File: src/skf_pkg.sv
package skf_pkg;

    localparam int SAMPLE_WIDTH_DEFAULT = 16;

    localparam int DATA_W      = 32;
    localparam int GAIN_W      = 17;
    localparam int CFG_INDEX_W = 8;

    localparam logic [GAIN_W-1:0] ONE_Q16   = 17'h1_0000;
    localparam logic [DATA_W-1:0] COV_RESET = 32'd655360;
    localparam logic [DATA_W-1:0] Q_RESET   = 32'd655;
    localparam logic [DATA_W-1:0] R_RESET   = 32'd65536;

    localparam logic [CFG_INDEX_W-1:0] REG_PROCESS_NOISE     = 8'd0;
    localparam logic [CFG_INDEX_W-1:0] REG_MEASUREMENT_NOISE = 8'd1;

endpackage

File: src/skf_divider.sv
module skf_divider (
    input  logic                                clk,
    input  logic                                rst_n,
    input  logic                                start,
    input  logic [skf_pkg::DATA_W-1:0]          dividend,
    input  logic [skf_pkg::DATA_W:0]            divisor,
    output logic                                done,
    output logic [skf_pkg::GAIN_W-1:0]          quotient
);
    import skf_pkg::*;

    // Computes (dividend << 16) / divisor, one quotient bit per cycle.
    // Caller guarantees dividend <= divisor, so the quotient fits GAIN_W bits.
    localparam int CNT_W = $clog2(GAIN_W);
    localparam logic [CNT_W-1:0] CNT_FIRST = CNT_W'(GAIN_W - 1);

    logic [DATA_W:0]   rem_reg,     rem_next;
    logic [DATA_W:0]   divisor_reg, divisor_next;
    logic [GAIN_W-1:0] quot_reg,    quot_next;
    logic [CNT_W-1:0]  cnt_reg,     cnt_next;
    logic              busy_reg,    busy_next;
    logic              done_reg,    done_next;
    logic              low_bit_reg, low_bit_next;

    logic              shift_in;
    logic [DATA_W+1:0] trial;
    logic [DATA_W+1:0] trial_sub;
    logic              trial_ge;

    assign shift_in  = (cnt_reg == CNT_FIRST) ? low_bit_reg : 1'b0;
    assign trial     = {rem_reg, shift_in};
    assign trial_ge  = trial >= {1'b0, divisor_reg};
    assign trial_sub = trial - {1'b0, divisor_reg};

    always_comb
    begin
        rem_next     = rem_reg;
        divisor_next = divisor_reg;
        quot_next    = quot_reg;
        cnt_next     = cnt_reg;
        busy_next    = busy_reg;
        done_next    = 1'b0;
        low_bit_next = low_bit_reg;
        if (start)
        begin
            rem_next     = {2'b00, dividend[DATA_W-1:1]};
            low_bit_next = dividend[0];
            divisor_next = divisor;
            quot_next    = '0;
            cnt_next     = CNT_FIRST;
            busy_next    = 1'b1;
        end
        else if (busy_reg)
        begin
            rem_next  = trial_ge ? trial_sub[DATA_W:0] : trial[DATA_W:0];
            quot_next = {quot_reg[GAIN_W-2:0], trial_ge};
            if (cnt_reg == '0)
            begin
                busy_next = 1'b0;
                done_next = 1'b1;
            end
            else
            begin
                cnt_next = cnt_reg - 1'b1;
            end
        end
    end

    always_ff @(posedge clk or negedge rst_n)
    begin
        if (!rst_n)
        begin
            cnt_reg  <= '0;
            busy_reg <= 1'b0;
            done_reg <= 1'b0;
        end
        else
        begin
            cnt_reg  <= cnt_next;
            busy_reg <= busy_next;
            done_reg <= done_next;
        end
    end

    always_ff @(posedge clk)
    begin
        rem_reg     <= rem_next;
        divisor_reg <= divisor_next;
        quot_reg    <= quot_next;
        low_bit_reg <= low_bit_next;
    end

    assign done     = done_reg;
    assign quotient = quot_reg;

endmodule

File: src/skf_multiplier.sv
module skf_multiplier #(
    parameter int A_W = 33,
    parameter int B_W = 18
) (
    input  logic                   clk,
    input  logic signed [A_W-1:0]  op_a,
    input  logic signed [B_W-1:0]  op_b,
    output logic signed [A_W+B_W-1:0] product
);
    import skf_pkg::*;

    logic signed [A_W+B_W-1:0] product_reg, product_next;

    assign product_next = (A_W+B_W)'(op_a) * (A_W+B_W)'(op_b);

    always_ff @(posedge clk)
    begin
        product_reg <= product_next;
    end

    assign product = product_reg;

endmodule

File: src/scalar_kalman_filter_unit.sv
// One-dimensional Kalman filter with unit transition and observation factors.
// Each accepted measurement (signed integer) updates a signed Q16.16 estimate
// and an unsigned Q16.16 error covariance, and yields one result: the new
// estimate and the Q1.16 gain used (65536 means 1.0). An update first forms the
// saturated prior covariance, then the denominator, then runs the bit-serial
// gain divider (one quotient bit per cycle for 17 bits, then the quotient is
// handed back), and then uses one shared registered multiplier for the
// estimate and covariance updates. The input is stalled for the whole
// update, so a new measurement is taken only after it finishes. A finished
// result sits in an output register, so the next measurement can be taken
// while it waits; an update that completes while the previous result is
// still unread holds in its last state until the output register frees.
// Noise registers may be written only while no transaction is in progress.
module scalar_kalman_filter_unit #(
    parameter int SAMPLE_WIDTH = skf_pkg::SAMPLE_WIDTH_DEFAULT
) (
    input  logic                                  clk,
    input  logic                                  rst_n,
    input  logic                                  cfg_we,
    input  logic [skf_pkg::CFG_INDEX_W-1:0]       cfg_index,
    input  logic [skf_pkg::DATA_W-1:0]            cfg_data,
    input  logic                                  in_valid,
    output logic                                  in_stall,
    input  logic signed [SAMPLE_WIDTH-1:0]        measurement,
    output logic                                  out_valid,
    input  logic                                  out_stall,
    output logic signed [skf_pkg::DATA_W-1:0]     filtered_value,
    output logic [skf_pkg::GAIN_W-1:0]            gain
);
    import skf_pkg::*;

    localparam int Z_W = SAMPLE_WIDTH + 16;
    localparam int A_W = ((Z_W > DATA_W) ? Z_W : DATA_W) + 1;
    localparam int B_W = GAIN_W + 1;
    localparam int P_W = A_W + B_W;
    localparam int D_W = P_W - 16;
    localparam int N_W = D_W + 1;

    localparam logic signed [N_W-1:0] EST_MAX = $signed({{(N_W-DATA_W){1'b0}}, 32'h7FFF_FFFF});
    localparam logic signed [N_W-1:0] EST_MIN = $signed({{(N_W-DATA_W){1'b1}}, 32'h8000_0000});

    localparam logic [2:0] S_IDLE  = 3'd0;
    localparam logic [2:0] S_PRIOR = 3'd1;
    localparam logic [2:0] S_SETUP = 3'd2;
    localparam logic [2:0] S_DIV   = 3'd3;
    localparam logic [2:0] S_MUL1  = 3'd4;
    localparam logic [2:0] S_MUL2  = 3'd5;
    localparam logic [2:0] S_DONE  = 3'd6;

    logic [2:0]                     state_reg,      state_next;
    logic [DATA_W-1:0]              q_reg,          q_next;
    logic [DATA_W-1:0]              r_reg,          r_next;
    logic signed [DATA_W-1:0]       est_reg,        est_next;
    logic [DATA_W-1:0]              cov_reg,        cov_next;
    logic signed [SAMPLE_WIDTH-1:0] sample_reg,     sample_next;
    logic [DATA_W-1:0]              prior_reg,      prior_next;
    logic                           den_zero_reg,   den_zero_next;
    logic signed [A_W-1:0]          diff_reg,       diff_next;
    logic [GAIN_W-1:0]              k_reg,          k_next;
    logic signed [DATA_W-1:0]       est_new_reg,    est_new_next;
    logic                           out_valid_reg,  out_valid_next;
    logic signed [DATA_W-1:0]       out_value_reg,  out_value_next;
    logic [GAIN_W-1:0]              out_gain_reg,   out_gain_next;

    logic                           in_accept;
    logic                           out_free;
    logic [DATA_W:0]                cov_sum;
    logic [DATA_W:0]                denom;
    logic signed [A_W-1:0]          z_ext;
    logic signed [A_W-1:0]          est_ext;
    logic                           div_start;
    logic                           div_done;
    logic [GAIN_W-1:0]              div_quot;
    logic signed [A_W-1:0]          mul_a;
    logic signed [B_W-1:0]          mul_b;
    logic signed [P_W-1:0]          prod;
    logic signed [D_W-1:0]          delta;
    logic signed [N_W-1:0]          est_sum;
    logic signed [DATA_W-1:0]       est_sat;

    assign in_stall  = (state_reg != S_IDLE);
    assign in_accept = in_valid && !in_stall;
    assign out_free  = !out_valid_reg || !out_stall;

    assign cov_sum = {1'b0, cov_reg} + {1'b0, q_reg};
    assign denom   = {1'b0, prior_reg} + {1'b0, r_reg};
    assign z_ext   = $signed({{(A_W-Z_W){sample_reg[SAMPLE_WIDTH-1]}}, sample_reg, 16'h0000});
    assign est_ext = $signed({{(A_W-DATA_W){est_reg[DATA_W-1]}}, est_reg});

    assign div_start = (state_reg == S_SETUP);

    skf_divider u_divider (
        .clk      (clk),
        .rst_n    (rst_n),
        .start    (div_start),
        .dividend (prior_reg),
        .divisor  (denom),
        .done     (div_done),
        .quotient (div_quot)
    );

    // Estimate update uses diff * K; the covariance update uses prior * (1 - K).
    assign mul_a = (state_reg == S_MUL1) ? diff_reg
                                         : $signed({{(A_W-DATA_W){1'b0}}, prior_reg});
    assign mul_b = (state_reg == S_MUL1) ? $signed({1'b0, k_reg})
                                         : $signed({1'b0, ONE_Q16 - k_reg});

    skf_multiplier #(
        .A_W (A_W),
        .B_W (B_W)
    ) u_multiplier (
        .clk     (clk),
        .op_a    (mul_a),
        .op_b    (mul_b),
        .product (prod)
    );

    // Arithmetic shift gives the floor of product / 65536.
    assign delta   = prod[P_W-1:16];
    assign est_sum = $signed({{(N_W-DATA_W){est_reg[DATA_W-1]}}, est_reg})
                   + $signed({delta[D_W-1], delta});

    always_comb
    begin
        priority if (est_sum > EST_MAX)
        begin
            est_sat = 32'sh7FFF_FFFF;
        end
        else if (est_sum < EST_MIN)
        begin
            est_sat = $signed(32'h8000_0000);
        end
        else
        begin
            est_sat = est_sum[DATA_W-1:0];
        end
    end

    always_comb
    begin
        state_next     = state_reg;
        q_next         = q_reg;
        r_next         = r_reg;
        est_next       = est_reg;
        cov_next       = cov_reg;
        sample_next    = sample_reg;
        prior_next     = prior_reg;
        den_zero_next  = den_zero_reg;
        diff_next      = diff_reg;
        k_next         = k_reg;
        est_new_next   = est_new_reg;
        out_valid_next = out_valid_reg && out_stall;
        out_value_next = out_value_reg;
        out_gain_next  = out_gain_reg;

        if (cfg_we)
        begin
            if (cfg_index == REG_PROCESS_NOISE)
            begin
                q_next = cfg_data;
            end
            else if (cfg_index == REG_MEASUREMENT_NOISE)
            begin
                r_next = cfg_data;
            end
        end

        unique case (state_reg)
            S_IDLE:
            begin
                if (in_accept)
                begin
                    sample_next = measurement;
                    state_next  = S_PRIOR;
                end
            end
            S_PRIOR:
            begin
                prior_next = cov_sum[DATA_W] ? '1 : cov_sum[DATA_W-1:0];
                state_next = S_SETUP;
            end
            S_SETUP:
            begin
                den_zero_next = (denom == '0);
                diff_next     = z_ext - est_ext;
                state_next    = S_DIV;
            end
            S_DIV:
            begin
                if (div_done)
                begin
                    k_next     = den_zero_reg ? ONE_Q16 : div_quot;
                    state_next = S_MUL1;
                end
            end
            S_MUL1:
            begin
                state_next = S_MUL2;
            end
            S_MUL2:
            begin
                est_new_next = est_sat;
                state_next   = S_DONE;
            end
            S_DONE:
            begin
                if (out_free)
                begin
                    est_next       = est_new_reg;
                    cov_next       = prod[DATA_W+15:16];
                    out_valid_next = 1'b1;
                    out_value_next = est_new_reg;
                    out_gain_next  = k_reg;
                    state_next     = S_IDLE;
                end
            end
            default:
            begin
                state_next = S_IDLE;
            end
        endcase
    end

    always_ff @(posedge clk or negedge rst_n)
    begin
        if (!rst_n)
        begin
            state_reg     <= S_IDLE;
            q_reg         <= Q_RESET;
            r_reg         <= R_RESET;
            est_reg       <= '0;
            cov_reg       <= COV_RESET;
            out_valid_reg <= 1'b0;
        end
        else
        begin
            state_reg     <= state_next;
            q_reg         <= q_next;
            r_reg         <= r_next;
            est_reg       <= est_next;
            cov_reg       <= cov_next;
            out_valid_reg <= out_valid_next;
        end
    end

    always_ff @(posedge clk)
    begin
        sample_reg    <= sample_next;
        prior_reg     <= prior_next;
        den_zero_reg  <= den_zero_next;
        diff_reg      <= diff_next;
        k_reg         <= k_next;
        est_new_reg   <= est_new_next;
        out_value_reg <= out_value_next;
        out_gain_reg  <= out_gain_next;
    end

    assign out_valid      = out_valid_reg;
    assign filtered_value = out_value_reg;
    assign gain           = out_gain_reg;

`ifndef SYNTHESIS
    a_accept_starts: assert property (@(posedge clk) disable iff (!rst_n)
        in_accept |=> state_reg == S_PRIOR)
        else $error("accepted transaction did not start an update");

    a_div_done_in_div: assert property (@(posedge clk) disable iff (!rst_n)
        div_done |-> state_reg == S_DIV)
        else $error("divider finished outside the divide phase");

    a_gain_range: assert property (@(posedge clk) disable iff (!rst_n)
        state_reg == S_MUL1 |-> k_reg <= ONE_Q16)
        else $error("gain above one");

    a_unit_gain_clears_cov: assert property (@(posedge clk) disable iff (!rst_n)
        (state_reg == S_DONE && k_reg == ONE_Q16) |-> prod[DATA_W+15:16] == '0)
        else $error("unit gain left nonzero covariance");

    a_result_once: assert property (@(posedge clk) disable iff (!rst_n)
        (state_reg == S_DONE && out_free) |=> (out_valid_reg && state_reg == S_IDLE))
        else $error("result not delivered on completion");
`endif

endmodule

File: config.mk
export PLATFORM = sky130hd
export DESIGN_NAME = scalar_kalman_filter_unit
export DESIGN_NICKNAME = d
export VERILOG_FILES = /design/src/skf_pkg.sv /design/src/skf_divider.sv /design/src/skf_multiplier.sv /design/src/scalar_kalman_filter_unit.sv
export SDC_FILE = /design/constraint.sdc
export NUM_CORES = 2
export LEC_CHECK = 0
export ABC_AREA = 1
export BUFFER_PORTS_ARGS = -buffer_cell sky130_fd_sc_hd__buf_4
export CORE_UTILIZATION = 59
export DETAILED_ROUTE_END_ITERATION = 10
export PLACE_DENSITY = 0.79
export SYNTH_ARGS = -nofsm -noshare
export SYNTH_HDL_FRONTEND = slang
export SYNTH_SLANG_ARGS = --single-unit
export TNS_END_PERCENT = 1
File: constraint.sdc
create_clock -name clk -period 6.65 [get_ports clk]
set_clock_uncertainty 0.05 [all_clocks]
set_input_delay 0.665 -clock clk [delete_from_list [all_inputs] [get_ports clk]]
set_output_delay 0.665 -clock clk [all_outputs]
set_load 0.1 [all_outputs]
# ---- Word-level counts from Yosys, hierarchy flattened
# Index checks and enable logic that the tools add are counted.
dict set report word_totals {
  register_bits 454
  latch_bits 0
  mem_bits_rw 0
  mem_bits_ro 0
  input_bits 61
  elab_cells 88
  mem_count 0
}
dict set report classes {
  addsub 7
  n_mul 1
  n_div 0
  magnitude_cmp 3
  eq_ne 12
  shifts 0
  mux 22
  n_bitwise 1
  reduce_logical 19
}
# op n
set ops {}
lappend ops {{$add 32x32->33} 2}
lappend ops {{$mux 33} 2}
lappend ops {{$mux 31} 2}
lappend ops {{$mul 33x18->51} 1}
lappend ops {{$add 32x35->36} 1}
lappend ops {{$gt 36x32->1 const B} 1}
lappend ops {{$lt 36x32->1 const B} 1}
lappend ops {{$ge 34x33->1} 1}
lappend ops {{$logic_not 33->1} 1}
lappend ops {{$sub 32x32->33} 1}
lappend ops {{$sub 33x33->33} 1}
lappend ops {{$mux 32} 1}
lappend ops {{$pmux 3 s7} 1}
lappend ops {{$mux 17} 1}
lappend ops {{$sub 17x17->17 const A} 1}
lappend ops {{$mux 5} 3}
lappend ops {{$reduce_and 2->1} 5}
lappend ops {{$eq 3x3->1 const B} 3}
lappend ops {{$mux 1} 9}
lappend ops {{$mux 3} 3}
lappend ops {{$eq 8x1->1 const B} 1}
lappend ops {{$logic_not 8->1} 1}
lappend ops {{$eq 3x2->1 const B} 2}
lappend ops {{$ne 2x2->1 const B} 3}
lappend ops {{13 further kinds} 17}

# ---- Logic depth before layout (Yosys ltp)
dict set report depth {
  word_depth 6
  ltp_mapped 40
  ltp_nobuf 39
}

# ---- Cells and area by module
# Synthesis repeated with hierarchy kept, for this count alone.
dict set report unflattened {
  cells_unflattened 6329
  area_unflattened_um2 48800.6
}
# module instances cells_per_inst area_each_um2 seq_area_each_um2
set by_module_without_submodules {}
lappend by_module_without_submodules {skf_multiplier 1 3134 23470.0 1021.0}
lappend by_module_without_submodules {scalar_kalman_filter_unit 1 2360 19185.9 8719.6}
lappend by_module_without_submodules {skf_divider 1 835 6144.6 2507.4}

# ---- Worst setup path after synthesis
# No wires, ideal clock.
dict set report synth_timing {
  path_kind {reg2reg}
  startpoint {reg k_reg[0]}
  endpoint {reg u_multiplier.product_reg[50] (netlist: u_multiplier.product[50])}
  setup_time_ps 112
  arrival_ps 6487
  required_time_ps 6488
  slack_ps 1
  stages_incl_launch_ff 38
  path_buffers 1
  period_less_slack_ps 6649
  path_cell_list {edfxtp_1 inv_1 ha_1 nand2_1 nor2_1 inv_1 nor2_1 inv_1 nor3_2 inv_1 nand3_1 nand2_1 inv_1 clkbuf_1 nand2_1 fa_1 inv_1 fa_1 (+2 left out) inv_1 fa_1 fa_1 inv_1 fa_1 inv_1 ha_1 nand2_1 nor2_1 inv_1 o21ai_0 nand2_1 nand3_1 a21boi_0 o21ai_0 nand2_1 nand3b_1 nand2_1}
}
dict set report synth_via {
  elab_chain_len 3
}
# element line_no
set synth_lines {}
lappend synth_lines {{start, declared} scalar_kalman_filter_unit.sv:59} ;# logic [GAIN_W-1:0] k_reg, k_next;
lappend synth_lines {{start signal, assigned} scalar_kalman_filter_unit.sv:252} ;# k_reg <= k_next;
lappend synth_lines {{$sub 17x17->17} scalar_kalman_filter_unit.sv:106} ;# : $signed({1'b0, ONE_Q16 - k_reg});
lappend synth_lines {{$mux 17 (*)} scalar_kalman_filter_unit.sv:105} ;# assign mul_b = (state_reg == S_MUL1) ? $signed({1'b0, k_reg})
lappend synth_lines {{$mul 33x18->51 (*)} skf_multiplier.sv:14} ;# assign product_next = (A_W+B_W)'(op_a) * (A_W+B_W)'(op_b);
lappend synth_lines {{via u_multiplier.product_next[50]} skf_multiplier.sv:12} ;# logic signed [A_W+B_W-1:0] product_reg, product_next;
lappend synth_lines {{end signal, assigned} skf_multiplier.sv:18} ;# product_reg <= product_next;
lappend synth_lines {{end, declared} skf_multiplier.sv:12}
# Mark *: on every way through the listed nets, which the timed path passes. The rest lies on a longest branch.
# A chain may end at the register's enable or synchronous reset.

# ---- Final worst setup path
dict set report layout_timing {
  startpoint {reg k_reg[1]}
  endpoint {reg u_multiplier.product_reg[42] (netlist: u_multiplier.product[42])}
}
# The elaborated chain is that of the path after synthesis.

==> reports/qor.txt <==
Nets = 6681
Rel. slew slack = 19.7%
CTS Buf Count = 48
Placer Congestion = 1.05
Post-Route WL = 140000 um
Ys flop type = edfxtp_1
Fin area = 52600 um^2
I/O pin count = 112
P&R area growth vs syn = 19.1%
Mapped Nets = 6178
Largest net degree at the start of global routing = 90
Max Clk Rate = 139 MHz
#FFs+latches synth = 438
Critical Path RT = 7.11 ns
Via density = 5.57
Syn Inst Count = 5311
GRT Overall Usage = 37.3%
Violated checks = negative setup slack
Die H = 276 um
Tmin final = 7.19 ns
Cells after DPL = 6694
Worst Reg-to-Reg Cells = 38
CTS Hold Bufs = 0
Setup ws final = -0.537 ns
Row count = 100
Crit Path Max Fanout = 8
Actual slew at the worst max-slew pin = 1.20 ns
Layout cells sized above 1 = 17.0%
Outcome = complete, but fails checks
Initial Utilization = 59.5%
Clk sink count = 438
Routed vias = 38.0k
Max Buffers Root-to-Sink = 3
H-tree lvl count = 2
Setup violations, final = 34
DRT antenna net count = 0
Crit share post-route = 108%
Sequential element share of the synthesized area = 27.0%
# DRC = 0
Clock-pin slew on the worst setup and hold paths = 0.07 ns
Hpwl dp = 114000 um
Worst path arrival time = 7.64 ns
Lkg Pwr = 0.0267 uW
Peak VDD IR = 0.229 mV
CTS root buffer = clkbuf_16
Die Width = 276 um
Core area = 74300 um^2
Initial antenna violation count = 3
Final Non-Filler Cells = 6823
CP max-delay cell = fa_1
TNS Setup = -13.21 ns
Total Die Area = 76000 um^2
Avg WL per Cell = 20.6 um
Mapped cell area = 44200 um^2
Vias in the first global route = 37.4k
First-pass GRT wire length = 212000 um
Number of synthesized flops with an enable pin = 245
Synth warn = 0
Synth top area share = 24.4%
Setup CP Type = reg -> reg
Final hold vios = 0
Slew Viols, Final = 0
Largest register FFs = 35
Worst setup SP type = flop
Crit-path max cell delay = 0.58 ns
1st-iter DRT viols = 3751
IO buf count = 111
CP Capture Type = flop
Async SR Flop Fraction = 31.7%
# diodes = 0
CTS tree = built
Clock Latency Late Sink = 0.61 ns
Gr ovfl total = 0
Initial DRT Pass Iterations = 5
Max Cap Viol = 0
Mapped Avg Cell Area = 8.33 um^2
RSZ-0062 raised after global routing = yes
Power per Cell Area = 113 nW/um^2
Cell Area, Placed = 49400 um^2
Post-synth top area cell = fa_1
Worst Hold Class = in -> async
Cell variety after synth = 59
Synth area leaders = fa_1, edfxtp_1, nand2_1
==> final timing paths <==
check / from / slack, ns / to
max: k_reg[1] / -0.54 / u_multiplier.product[42]
min: rst_n / 0.06 / est_reg[8]
max reg2reg: k_reg[1] / -0.54 / u_multiplier.product[42]
min reg2reg: est_new_reg[23] / 0.40 / filtered_value[23]
max in group asynchronous: rst_n / 5.19 / r_reg[20]
min in group clk: measurement[9] / 0.18 / sample_reg[9]
==> cells in the mapped netlist, types with 54 or more instances <==
| library cell | count |
|---|---|
| a21oi_1 | 241 |
| clkbuf_1 | 92 |
| dfrtp_1 | 130 |
| dfxtp_1 | 54 |
| edfxtp_1 | 245 |
| fa_1 | 538 |
| ha_1 | 268 |
| inv_1 | 1095 |
| nand2_1 | 1204 |
| nand3_1 | 121 |
| nor2_1 | 457 |
| o21ai_0 | 262 |
| o21ai_1 | 54 |
| xnor2_1 | 60 |
| xor2_1 | 99 |
==> metal layers <==
metal | wire [um] | global-route usage (%) | share of wire [%]
met1 | 56600 | 51.9 | 40
met2 | 62100 | 57.0 | 44
met3 | 14700 | 8.01 | 10
met4 | 7030 | 15.0 | 5.0
met5 | 48 | 0 | 0.034
==> layout make-up <==
class / count / area [um^2]
clock inverters: 24 / 254
multi-input cells: 3629 / 28700
repair buffers: 589 / 4950
well taps: 969 / 1210
flip-flops and latches: 438 / 11900
inverters: 1108 / 4170
fillers: 5810 / 21700
clock buffers: 66 / 1450
==> logic make-up (layout without fill, tap and decap cells) <==
kind of cell               count (synthesis)  after routing  share of synthesized area, %
DFF                                      438            438                          27.0
buffers and inverters                   1244           1787                          10.9
xor gates and xnor gates                 160            160                          3.19
adders and majority gates                806            806                          31.9
AOI/OAI and AO/OA                        700            700                          8.84
and+or+nand+nor                         1963           1963                          18.1
==> cell usage in the layout, fill, tap and decap left out, types with 36 or more instances in the layout <==
cell type / netlist / routed
edfxtp_1: 245 / 245
inv_1: 1095 / 1068
xor2_1: 99 / 93
nor2_1: 457 / 412
nand2_1: 1204 / 1174
nor2_2: 6 / 36
o21ai_0: 262 / 236
nand2_2: 34 / 56
buf_12: 2 / 37
ha_1: 268 / 237
o21ai_1: 54 / 74
a21oi_1: 241 / 208
nor3_1: 48 / 43
fa_1: 538 / 535
buf_4: 5 / 543
clkbuf_16: 0 / 55
nand3_1: 121 / 110
dfrtp_1: 130 / 130
dfxtp_1: 54 / 54
xnor2_1: 60 / 59
==> where the power goes <==
group,internal [uW],switching (uW)
Sequential,2870,15.5
Clock,1660,1180
Combinational,78.3,126
==> stage by stage <==
step | utilization, % | total power [uW] | hold slack, ns | setup slack, ns
floorplan | - | 3060 | 0.319 | 0.000748
global placement | 66.4 | 3140 | 0.383 | -0.465
detailed placement | 66.4 | 3140 | 0.383 | -0.574
CTS | 69.4 | 5960 | 0.120 | -0.259
global route | 70.8 | 6080 | 0.127 | -0.785
finish | 70.8 | 5930 | 0.0605 | -0.537
==> worst max-delay path: cells and delay by family, from the launching register on <==
kind / cells / cell delay, ns
simple gates: 12 / 1.63
flops: 1 / 0.43
fa+ha+maj: 8 / 3.18
compound gates: 4 / 0.57
xor+xnor: 1 / 0.13
buf+inv: 13 / 1.11
==> timing repair <==
| item | CTS | global route |
|---|---|---|
| endpoints found under the setup margin | 33 | 35 |
| resized for setup | 98 | 195 |
| cloned | 0 | 2 |
| pin swaps | 36 | 124 |
| setup buffers | 9 | 28 |
Note: power is estimated with default switching activity, not from simulation.
